**src/pdm_pkg.sv**
```systemverilog
// ----------------------------------------------------------------------------
// pdm_pkg: shared types and constants of the direction monotonicity unit
// Fixed field widths, register indexes, failure codes and the queue entry.
// ----------------------------------------------------------------------------
package pdm_pkg;

    // number formats
    localparam int WORD_W    = 32;
    localparam int PROJ_W    = 64;
    localparam int ACC_W     = 98;
    localparam int DIR_CNT   = 4;
    localparam int MAX_DIMS  = 4;
    localparam int FRAC_BITS = 16;
    localparam int SAT_W     = ACC_W - PROJ_W + 1;

    // number of terms that can enter the dot product
    localparam logic [2:0] DIM_LIMIT = (MAX_DIMS < DIR_CNT) ? 3'(MAX_DIMS) : 3'(DIR_CNT);

    // weight of a plain vertex
    localparam logic signed [WORD_W-1:0] WEIGHT_ONE = WORD_W'(1 << FRAC_BITS);

    // configuration register indexes
    localparam logic [2:0] CFG_RATIONAL_MODE = 3'd0;
    localparam logic [2:0] CFG_DIMS_USED     = 3'd1;
    localparam logic [2:0] CFG_DIR_X         = 3'd2;
    localparam logic [2:0] CFG_DIR_Y         = 3'd3;
    localparam logic [2:0] CFG_DIR_Z         = 3'd4;
    localparam logic [2:0] CFG_DIR_W         = 3'd5;

    // failure codes
    localparam logic [1:0] FAIL_NONE     = 2'd0;
    localparam logic [1:0] FAIL_DECREASE = 2'd1;
    localparam logic [1:0] FAIL_WEIGHT   = 2'd2;

    typedef logic signed [DIR_CNT-1:0][WORD_W-1:0] t_vec;

    // classified vertex as it sits in the queue
    typedef struct packed {
        t_vec                      coord;
        logic signed [WORD_W-1:0]  w_eff;
        logic                      w_zero;
        logic                      w_neg;
        logic                      rat;
        logic [2:0]                n_terms;
        logic                      last;
    } t_vtx;

    // head of the queue as seen by the back end
    typedef struct packed {
        logic valid;
        t_vtx vtx;
    } t_head;

    // tag that travels with a registered product
    typedef struct packed {
        logic vld;
        logic sub;
        logic sh;
    } t_tag;

endpackage

```
**src/pdm_front.sv**
```systemverilog
// ----------------------------------------------------------------------------
// pdm_front: vertex intake
// Accepts vertices, classifies weight and term count, and holds them in a
// two-entry queue for the back end.
// ----------------------------------------------------------------------------
module pdm_front import pdm_pkg::*; (
    input  logic               i_clk,
    input  logic               i_rst_n,
    input  logic               i_rational_mode,
    input  logic [2:0]         i_dims_used,
    input  logic               i_valid,
    output logic               o_stall,
    input  t_vec               i_coord,
    input  logic signed [31:0] i_weight,
    input  logic               i_last_vertex,
    output t_head              o_head,
    input  logic               i_pop
);

    t_vtx       r_q [2];
    logic       r_wr_ptr;
    logic       r_rd_ptr;
    logic [1:0] r_count;
    logic       n_wr_ptr;
    logic       n_rd_ptr;
    logic [1:0] n_count;
    t_vtx       w_cls;
    logic       w_push;

    // classify the incoming vertex
    always_comb begin
        w_cls.coord  = i_coord;
        w_cls.rat    = i_rational_mode;
        w_cls.w_eff  = i_rational_mode ? i_weight : WEIGHT_ONE;
        w_cls.w_zero = (w_cls.w_eff == '0);
        w_cls.w_neg  = w_cls.w_eff[WORD_W-1];
        w_cls.n_terms = (i_dims_used > DIM_LIMIT) ? DIM_LIMIT : i_dims_used;
        w_cls.last   = i_last_vertex;
    end

    assign o_stall = (r_count == 2'd2);
    assign w_push  = i_valid && !o_stall;

    // queue pointers
    always_comb begin
        n_wr_ptr = r_wr_ptr ^ w_push;
        n_rd_ptr = r_rd_ptr ^ i_pop;
        n_count  = r_count + {1'b0, w_push} - {1'b0, i_pop};
    end

    always_ff @(posedge i_clk) begin
        if (!i_rst_n) begin
            r_wr_ptr <= 1'b0;
            r_rd_ptr <= 1'b0;
            r_count  <= 2'd0;
        end else begin
            r_wr_ptr <= n_wr_ptr;
            r_rd_ptr <= n_rd_ptr;
            r_count  <= n_count;
        end
    end

    // queue storage
    always_ff @(posedge i_clk) begin
        if (w_push) begin
            r_q[r_wr_ptr] <= w_cls;
        end
    end

    assign o_head.valid = (r_count != 2'd0);
    assign o_head.vtx   = r_q[r_rd_ptr];

endmodule

```
**src/pdm_back.sv**
```systemverilog
// ----------------------------------------------------------------------------
// pdm_back: projection and ordering check
// Runs one vertex at a time through a shared multiplier: dot product terms,
// saturation, then the weighted cross products; keeps the polyline state and
// the result register.
// ----------------------------------------------------------------------------
module pdm_back import pdm_pkg::*; (
    input  logic       i_clk,
    input  logic       i_rst_n,
    input  t_vec       i_dir,
    input  t_head      i_head,
    output logic       o_pop,
    output logic       o_valid,
    input  logic       i_stall,
    output logic       o_monotonic,
    output logic [1:0] o_failure_kind
);

    localparam logic [3:0] ST_IDLE   = 4'd0;
    localparam logic [3:0] ST_START  = 4'd1;
    localparam logic [3:0] ST_DOT    = 4'd2;
    localparam logic [3:0] ST_DOTEND = 4'd3;
    localparam logic [3:0] ST_PROJ   = 4'd4;
    localparam logic [3:0] ST_CROSS  = 4'd5;
    localparam logic [3:0] ST_CREND  = 4'd6;
    localparam logic [3:0] ST_CMP    = 4'd7;
    localparam logic [3:0] ST_DONE   = 4'd8;

    logic [3:0]               r_state,  n_state;
    logic [1:0]               r_step,   n_step;
    t_vtx                     r_item,   n_item;
    logic signed [ACC_W-1:0]  r_acc,    n_acc;
    logic signed [PROJ_W-1:0] r_prod;
    t_tag                     r_tag,    n_tag;
    logic signed [PROJ_W-1:0] r_proj,   n_proj;
    logic signed [PROJ_W-1:0] r_pp,     n_pp;
    logic signed [WORD_W-1:0] r_pw,     n_pw;
    logic                     r_fwn,    n_fwn;
    logic                     r_first,  n_first;
    logic [1:0]               r_fail,   n_fail;
    logic                     r_out_valid, n_out_valid;
    logic                     r_out_mono,  n_out_mono;
    logic [1:0]               r_out_kind,  n_out_kind;

    logic signed [WORD_W:0]   w_mul_a;
    logic signed [WORD_W-1:0] w_mul_b;
    logic signed [WORD_W*2:0] w_mul_p;
    logic signed [ACC_W-1:0]  w_addend;
    logic signed [PROJ_W-1:0] w_sat;
    logic [SAT_W-1:0]         w_top;
    logic                     w_last_step;
    logic                     w_out_free;

    // shared multiplier operand select
    always_comb begin
        w_mul_a = '0;
        w_mul_b = '0;
        n_tag   = '0;
        if (r_state == ST_DOT) begin
            w_mul_a = {i_dir[r_step][WORD_W-1], i_dir[r_step]};
            w_mul_b = r_item.coord[r_step];
            n_tag   = '{vld: 1'b1, sub: 1'b0, sh: 1'b0};
        end else if (r_state == ST_CROSS) begin
            // proj * prev weight minus prev proj * weight, in 32-bit halves
            case (r_step)
                2'd0: begin
                    w_mul_a = {1'b0, r_proj[31:0]};
                    w_mul_b = r_pw;
                    n_tag   = '{vld: 1'b1, sub: 1'b0, sh: 1'b0};
                end
                2'd1: begin
                    w_mul_a = {r_proj[63], r_proj[63:32]};
                    w_mul_b = r_pw;
                    n_tag   = '{vld: 1'b1, sub: 1'b0, sh: 1'b1};
                end
                2'd2: begin
                    w_mul_a = {1'b0, r_pp[31:0]};
                    w_mul_b = r_item.w_eff;
                    n_tag   = '{vld: 1'b1, sub: 1'b1, sh: 1'b0};
                end
                default: begin
                    w_mul_a = {r_pp[63], r_pp[63:32]};
                    w_mul_b = r_item.w_eff;
                    n_tag   = '{vld: 1'b1, sub: 1'b1, sh: 1'b1};
                end
            endcase
        end
    end

    assign w_mul_p = w_mul_a * w_mul_b;

    // product register
    always_ff @(posedge i_clk) begin
        r_prod <= w_mul_p[PROJ_W-1:0];
    end

    // accumulate the registered product
    always_comb begin
        w_addend = {{(ACC_W-PROJ_W){r_prod[PROJ_W-1]}}, r_prod};
        if (r_tag.sh) begin
            w_addend = w_addend <<< WORD_W;
        end
    end

    // saturate the dot product to 64 bits
    always_comb begin
        w_top = r_acc[ACC_W-1:PROJ_W-1];
        if ((w_top == '0) || (w_top == '1)) begin
            w_sat = r_acc[PROJ_W-1:0];
        end else if (r_acc[ACC_W-1]) begin
            w_sat = {1'b1, {(PROJ_W-1){1'b0}}};
        end else begin
            w_sat = {1'b0, {(PROJ_W-1){1'b1}}};
        end
    end

    assign w_last_step = ({1'b0, r_step} == (r_item.n_terms - 3'd1));
    assign w_out_free  = !r_out_valid || !i_stall;

    // sequencer
    always_comb begin
        n_state     = r_state;
        n_step      = r_step;
        n_item      = r_item;
        n_proj      = r_proj;
        n_pp        = r_pp;
        n_pw        = r_pw;
        n_fwn       = r_fwn;
        n_first     = r_first;
        n_fail      = r_fail;
        n_out_valid = r_out_valid && i_stall;
        n_out_mono  = r_out_mono;
        n_out_kind  = r_out_kind;
        o_pop       = 1'b0;
        if (r_tag.vld) begin
            n_acc = r_tag.sub ? (r_acc - w_addend) : (r_acc + w_addend);
        end else begin
            n_acc = r_acc;
        end

        unique case (r_state)
            ST_IDLE: begin
                if (i_head.valid) begin
                    n_item  = i_head.vtx;
                    o_pop   = 1'b1;
                    n_state = ST_START;
                end
            end
            ST_START: begin
                n_acc  = '0;
                n_step = 2'd0;
                if (r_fail != FAIL_NONE) begin
                    n_state = ST_DONE;
                end else if (r_item.rat && r_first && r_item.w_zero) begin
                    n_fail  = FAIL_WEIGHT;
                    n_first = 1'b0;
                    n_state = ST_DONE;
                end else if (r_item.rat && !r_first &&
                             (r_item.w_zero || (r_item.w_neg != r_fwn))) begin
                    n_fail  = FAIL_WEIGHT;
                    n_state = ST_DONE;
                end else if (r_item.n_terms == 3'd0) begin
                    n_state = ST_PROJ;
                end else begin
                    n_state = ST_DOT;
                end
            end
            ST_DOT: begin
                n_step = r_step + 2'd1;
                if (w_last_step) begin
                    n_state = ST_DOTEND;
                end
            end
            ST_DOTEND: begin
                n_state = ST_PROJ;
            end
            ST_PROJ: begin
                n_acc  = '0;
                n_step = 2'd0;
                if (r_first) begin
                    n_fwn   = r_item.w_neg;
                    n_pp    = w_sat;
                    n_pw    = r_item.w_eff;
                    n_first = 1'b0;
                    n_state = ST_DONE;
                end else if (!r_item.rat) begin
                    if (w_sat < r_pp) begin
                        n_fail = FAIL_DECREASE;
                    end else begin
                        n_pp = w_sat;
                        n_pw = r_item.w_eff;
                    end
                    n_state = ST_DONE;
                end else begin
                    n_proj  = w_sat;
                    n_state = ST_CROSS;
                end
            end
            ST_CROSS: begin
                n_step = r_step + 2'd1;
                if (r_step == 2'd3) begin
                    n_state = ST_CREND;
                end
            end
            ST_CREND: begin
                n_state = ST_CMP;
            end
            ST_CMP: begin
                // negative difference means the projection went down
                if (r_acc[ACC_W-1]) begin
                    n_fail = FAIL_DECREASE;
                end else begin
                    n_pp = r_proj;
                    n_pw = r_item.w_eff;
                end
                n_state = ST_DONE;
            end
            ST_DONE: begin
                if (!r_item.last) begin
                    n_state = ST_IDLE;
                end else if (w_out_free) begin
                    n_out_valid = 1'b1;
                    n_out_mono  = (r_fail == FAIL_NONE);
                    n_out_kind  = r_fail;
                    n_pp        = '0;
                    n_pw        = '0;
                    n_fwn       = 1'b0;
                    n_first     = 1'b1;
                    n_fail      = FAIL_NONE;
                    n_state     = ST_IDLE;
                end
            end
            default: begin
                n_state = ST_IDLE;
            end
        endcase
    end

    // control and polyline state
    always_ff @(posedge i_clk) begin
        if (!i_rst_n) begin
            r_state     <= ST_IDLE;
            r_tag       <= '0;
            r_pp        <= '0;
            r_pw        <= '0;
            r_fwn       <= 1'b0;
            r_first     <= 1'b1;
            r_fail      <= FAIL_NONE;
            r_out_valid <= 1'b0;
        end else begin
            r_state     <= n_state;
            r_tag       <= n_tag;
            r_pp        <= n_pp;
            r_pw        <= n_pw;
            r_fwn       <= n_fwn;
            r_first     <= n_first;
            r_fail      <= n_fail;
            r_out_valid <= n_out_valid;
        end
    end

    // working payload
    always_ff @(posedge i_clk) begin
        r_step     <= n_step;
        r_item     <= n_item;
        r_acc      <= n_acc;
        r_proj     <= n_proj;
        r_out_mono <= n_out_mono;
        r_out_kind <= n_out_kind;
    end

    assign o_valid        = r_out_valid;
    assign o_monotonic    = r_out_mono;
    assign o_failure_kind = r_out_kind;

endmodule

```
**src/polyline_direction_monotonicity_unit.sv**
```systemverilog
// ----------------------------------------------------------------------------
// polyline_direction_monotonicity_unit: ordering check along a direction
// Checks that vertex projections onto the configured direction never go
// down over a polyline and reports a verdict on the last vertex.
// ----------------------------------------------------------------------------
//  channel  | handshake              | payload
//  ---------+------------------------+------------------------------------------
//  vertex   | i_valid / o_stall      | i_coord_x..w, i_weight, i_last_vertex
//  verdict  | o_valid / i_stall      | o_monotonic, o_failure_kind
//  config   | i_cfg_valid/o_cfg_ready| i_cfg_index, i_cfg_data
//
//  the back end runs one vertex at a time: a dot product of the n terms in use,
//  then cross products when a weighted vertex is compared; latched or weight
//  failures skip both; the single shared multiplier gives one product per cycle
//  a two-beat queue takes vertices while the back end works; o_stall when full
//  a verdict waits in the output register under i_stall, holding the back end
//  synchronous active-low reset clears the queue, sequencer and polyline state
// ----------------------------------------------------------------------------
module polyline_direction_monotonicity_unit import pdm_pkg::*; (
    input  logic               i_clk,
    input  logic               i_rst_n,
    input  logic               i_cfg_valid,
    output logic               o_cfg_ready,
    input  logic [2:0]         i_cfg_index,
    input  logic [31:0]        i_cfg_data,
    input  logic               i_valid,
    output logic               o_stall,
    input  logic signed [31:0] i_coord_x,
    input  logic signed [31:0] i_coord_y,
    input  logic signed [31:0] i_coord_z,
    input  logic signed [31:0] i_coord_w,
    input  logic signed [31:0] i_weight,
    input  logic               i_last_vertex,
    output logic               o_valid,
    input  logic               i_stall,
    output logic               o_monotonic,
    output logic [1:0]         o_failure_kind
);

    logic       r_rational_mode;
    logic [2:0] r_dims_used;
    t_vec       r_dir;
    t_vec       w_coord;
    t_head      w_head;
    logic       w_pop;

    assign o_cfg_ready = 1'b1;

    // configuration registers
    always_ff @(posedge i_clk) begin
        if (!i_rst_n) begin
            r_rational_mode <= 1'b0;
            r_dims_used     <= 3'd3;
            r_dir           <= '0;
        end else if (i_cfg_valid && o_cfg_ready) begin
            unique case (i_cfg_index)
                CFG_RATIONAL_MODE: r_rational_mode <= i_cfg_data[0];
                CFG_DIMS_USED:     r_dims_used     <= i_cfg_data[2:0];
                CFG_DIR_X:         r_dir[0]        <= i_cfg_data;
                CFG_DIR_Y:         r_dir[1]        <= i_cfg_data;
                CFG_DIR_Z:         r_dir[2]        <= i_cfg_data;
                CFG_DIR_W:         r_dir[3]        <= i_cfg_data;
                default: begin
                end
            endcase
        end
    end

    assign w_coord = {i_coord_w, i_coord_z, i_coord_y, i_coord_x};

    // intake and queue
    pdm_front u_front (
        .i_clk           (i_clk),
        .i_rst_n         (i_rst_n),
        .i_rational_mode (r_rational_mode),
        .i_dims_used     (r_dims_used),
        .i_valid         (i_valid),
        .o_stall         (o_stall),
        .i_coord         (w_coord),
        .i_weight        (i_weight),
        .i_last_vertex   (i_last_vertex),
        .o_head          (w_head),
        .i_pop           (w_pop)
    );

    // projection and ordering check
    pdm_back u_back (
        .i_clk          (i_clk),
        .i_rst_n        (i_rst_n),
        .i_dir          (r_dir),
        .i_head         (w_head),
        .o_pop          (w_pop),
        .o_valid        (o_valid),
        .i_stall        (i_stall),
        .o_monotonic    (o_monotonic),
        .o_failure_kind (o_failure_kind)
    );

endmodule

```
**config.mk**
```make
export PLATFORM = sky130hd
export DESIGN_NAME = polyline_direction_monotonicity_unit
export DESIGN_NICKNAME = d
export VERILOG_FILES = /design/src/pdm_pkg.sv /design/src/pdm_front.sv /design/src/pdm_back.sv /design/src/polyline_direction_monotonicity_unit.sv
export SDC_FILE = /design/constraint.sdc
export NUM_CORES = 2
export LEC_CHECK = 0
export BUFFER_PORTS_ARGS = -buffer_cell sky130_fd_sc_hd__buf_2
export CORE_MARGIN = 10
export CORE_UTILIZATION = 25
export CTS_CLUSTER_SIZE = 12
export DETAILED_ROUTE_END_ITERATION = 10
export GPL_TIMING_DRIVEN = 0
export MAX_ROUTING_LAYER = met4
export PLACE_DENSITY = 0.42
export REMOVE_ABC_BUFFERS = 1
export SETUP_SLACK_MARGIN = 0.4
export SLEW_MARGIN = 20
export SYNTH_ARGS = -nofsm -noshare
export SYNTH_HDL_FRONTEND = slang
export SYNTH_SLANG_ARGS = --single-unit
```
**constraint.sdc**
```tcl
create_clock -name i_clk -period 44.4 [get_ports i_clk]
set_clock_uncertainty 0.2 [all_clocks]
set_input_delay 13.32 -clock i_clk [delete_from_list [all_inputs] [get_ports i_clk]]
set_output_delay 13.32 -clock i_clk [all_outputs]
set_load 0.01 [all_outputs]
```
==> flow_summary.yaml <==
run_status:
  status: "finished clean"
place:
  port_buffers: 205
  place_ws_ns: 28.07
  dp_hpwl_um: 241000
  place_area_sq_mm: 0.0951
  routabilityCongestion: 0.880
yosys:
  synth_area_leaders: "fa_1 (26%), edfxtp_1 (20%), dfxtp_1 (9.5%), ha_1 (5.2%), inv_1 (5.0%)"
  synth_top_family_by_area: "adder cells"
  ys_async_sr_fraction: 0
  synth_compound_area_frac: 0.111
  syn_inst: 8811
  seq_area_frac_synth: 0.294
  synthMuxAreaShare: 0.0535
  syn_area_sq_mm: 0.0856
  synth_warnings: 0
  ys.flop_type: "edfxtp_1"
  synth-simple-area-share: 0.133
  synth_largest_area_cell: "fa_1"
  yosysUniqueCellTypes: 99
  synth-edff-count: 567
  yosys.area.top_type_share: 0.258
  syn-mean-instance-area_sq_um: 9.72
  synthXorXnorAreaFrac: 0.0242
  ys_seq_elements: 973
  synth_fa_ha_area_frac: 0.310
timing:
  fin_crit_ns: 15.46
  tightest_slew_ns: 1.20
  worst_slack_ns: 28.94
  final.period_utilization: 0.348
  final_hold_viol_count: 0
  max-slew-margin-rel: 0.202
  slew_viol_final: 0
  setup_viol: 0
  max_freq_mhz: 64.7
  rsz0062_at_grt: "false"
  final.setup.tns_ns: 0
finish:
  final_cell_mix: "inv_1 (1,141), fa_1 (1,103), nand2_1 (1,037)"
  utilization: 0.289
  fin_nets: 10500
  n_fill_cell: 35600
  final_common_cell: "inv_1"
  ff_latch_area_sq_mm: 0.0252
  syn2layout_area_growth_pct: 15.1
  fin_area_sq_mm: 0.0985
  drive_gt1_frac: 0.107
  multi_input_area_sq_mm: 0.0552
critical_path:
  start_kind: "primary input"
  critical_path.top_delay_family: "buffers and inverters"
  critPathKind: "primary input to flip-flop"
  r2r-start: "u_back.r_step[0]"
  worstPathArrival_ns: 15.69
  crit_buf_inv: 5
  path_cells: "buf_2 > nor2b_1 > ha_4 > buf_16 > buf_12 > buf_12 > buf_12"
  critPathRequiredTime_ns: 44.63
  slowest_stage: "ha_4"
  cp_slowest_stage_delay_ns: 0.58
  cpMostUsedCell: "buf_12"
  endpoint_kind: "flip-flop"
  startpoint: "i_valid"
  crit_path_max_fanout: 43
grt:
  grt_max_degree: 133
  grt_pass1_vias: 66500
  antenna_found_initial: 10
  track_usage: 0.167
  overflow: 0
  grt_pass1_wl_um: 450000
drt:
  drt_iter0_drc: 4858
  drc: 0
  dr.pass1.iters: 8
  routedWlPerCell_um: 22.7
  routed_wl_um: 304000
  vias_per_cell: 4.79
  antenna_left: 0
  num_vias: 64300
floorplanning:
  num_io_pins: 207
  start_util: 0.251
  dieArea_sq_mm: 0.366
  die_w_um: 605
  core_sq_mm: 0.341
  num_rows: 214
  die_h_um: 605
clock_network:
  postCtsSetupBuffers: 0
  clk_pin_slew_ns: 0.06
  cts_buffers: 106
  htreeDepth: 3
  cts_sinks: 973
  cts_tree: "yes"
  cts_hold_buf: 0
  cts_buffer_depth: 3
  cts_root_buf: "clkbuf_16"
  clock_latency_ns: 0.77
  cts-resized-gates: 0
run:
  cap_violations: 0
power:
  p_leak_nw: 39.8
  vdd_ir_drop_max_v: 0.0000709
  power_density_mw_per_mm2: 70.5
hold_path:
  min_from: "u_back.r_pw[16]"
  hold_class: "flip-flop to flip-flop"
==> metrics by stage <==
stage	hold WS, ns	cells	power, W
floorplan	0.225	8298	0.00444
global placement	0.231	13000	0.00594
detailed placement	0.238	13200	0.00603
CTS	0.247	13400	0.00695
global route	0.263	13400	0.00744
finish	0.243	13400	0.00694
==> state kept, by name, summed over array words and instances, names as in the netlist, 2 cells and up <==
signal,flops
u_back.r_state,4
u_front.r_count,2
u_back.r_step,2
r_dir,128
u_back.r_acc,98
u_front.r_q,332
u_back.r_pw,32
u_back.r_proj,64
u_back.r_fail,2
u_back.r_pp,64
r_dims_used,3
u_back.o_failure_kind,2
u_back.r_prod,64
u_back.r_item,166
u_back.r_tag,3
==> logic make-up after synthesis <==
| logic type | Yosys count |
|---|---|
| buffers and inverters | 1656 |
| xor gates and xnor gates | 237 |
| and+or+nand+nor | 2611 |
| other | 1 |
| adders and majority gates | 1459 |
| AOI/OAI and AO/OA | 1467 |
| muxes | 407 |
| DFF | 973 |
==> path summary, 6_finish.rpt <==
check | slack (ns) | cells after the start | to
max | 28.94 | 7 | u_front.r_q[1][91]
min | 0.24 | 2 | u_back.r_pw[16]
max reg2reg | 31.42 | 33 | u_back.r_prod[63]
min reg2reg | 0.24 | 2 | u_back.r_pw[16]
==> layer usage <==
| metal | wire, um | GRT usage |
|---|---|---|
| met2 | 141000 | 0.267 |
| met4 | 8490 | 0.0411 |
| met1 | 139000 | 0.226 |
| met3 | 14900 | 0.0199 |
| met5 | 0 | - |
==> power by group <==
| group | switching, W | internal, W |
|---|---|---|
| logic | 0.00298 | 0.00172 |
| clock network | 0.000392 | 0.000485 |
| registers | 0.000144 | 0.00122 |
| total | 0.00351 | 0.00343 |
==> final cells by class <==
class / count / share of cell area
clock buffers: 153 / 0.0306
inverters: 1143 / 0.0436
flip-flops and latches: 973 / 0.255
clock inverters: 38 / 0.00398
multi-input cells: 6182 / 0.560
repair buffers: 392 / 0.0482
diodes: 4 / 0.000102
well taps: 4536 / 0.0576
==> cell usage after synthesis (all sizes together) (156+ instances only) <==
master and n:
ha 355, clkbuf 438, fa 1104, edfxtp 567, mux2 216, mux2i 172, dfxtp 406, inv 1142
a21o 156, nand2 1039, o21ai 292, a21oi 405, nor2 885
==> worst min-delay path, cell delays in order (launching register included) <==
cell and delay, ns:
dfxtp_1 0.30, nand2_1 0.05, o21ai_1 0.05
No activity file was read; power rests on OpenSTA's default activity.
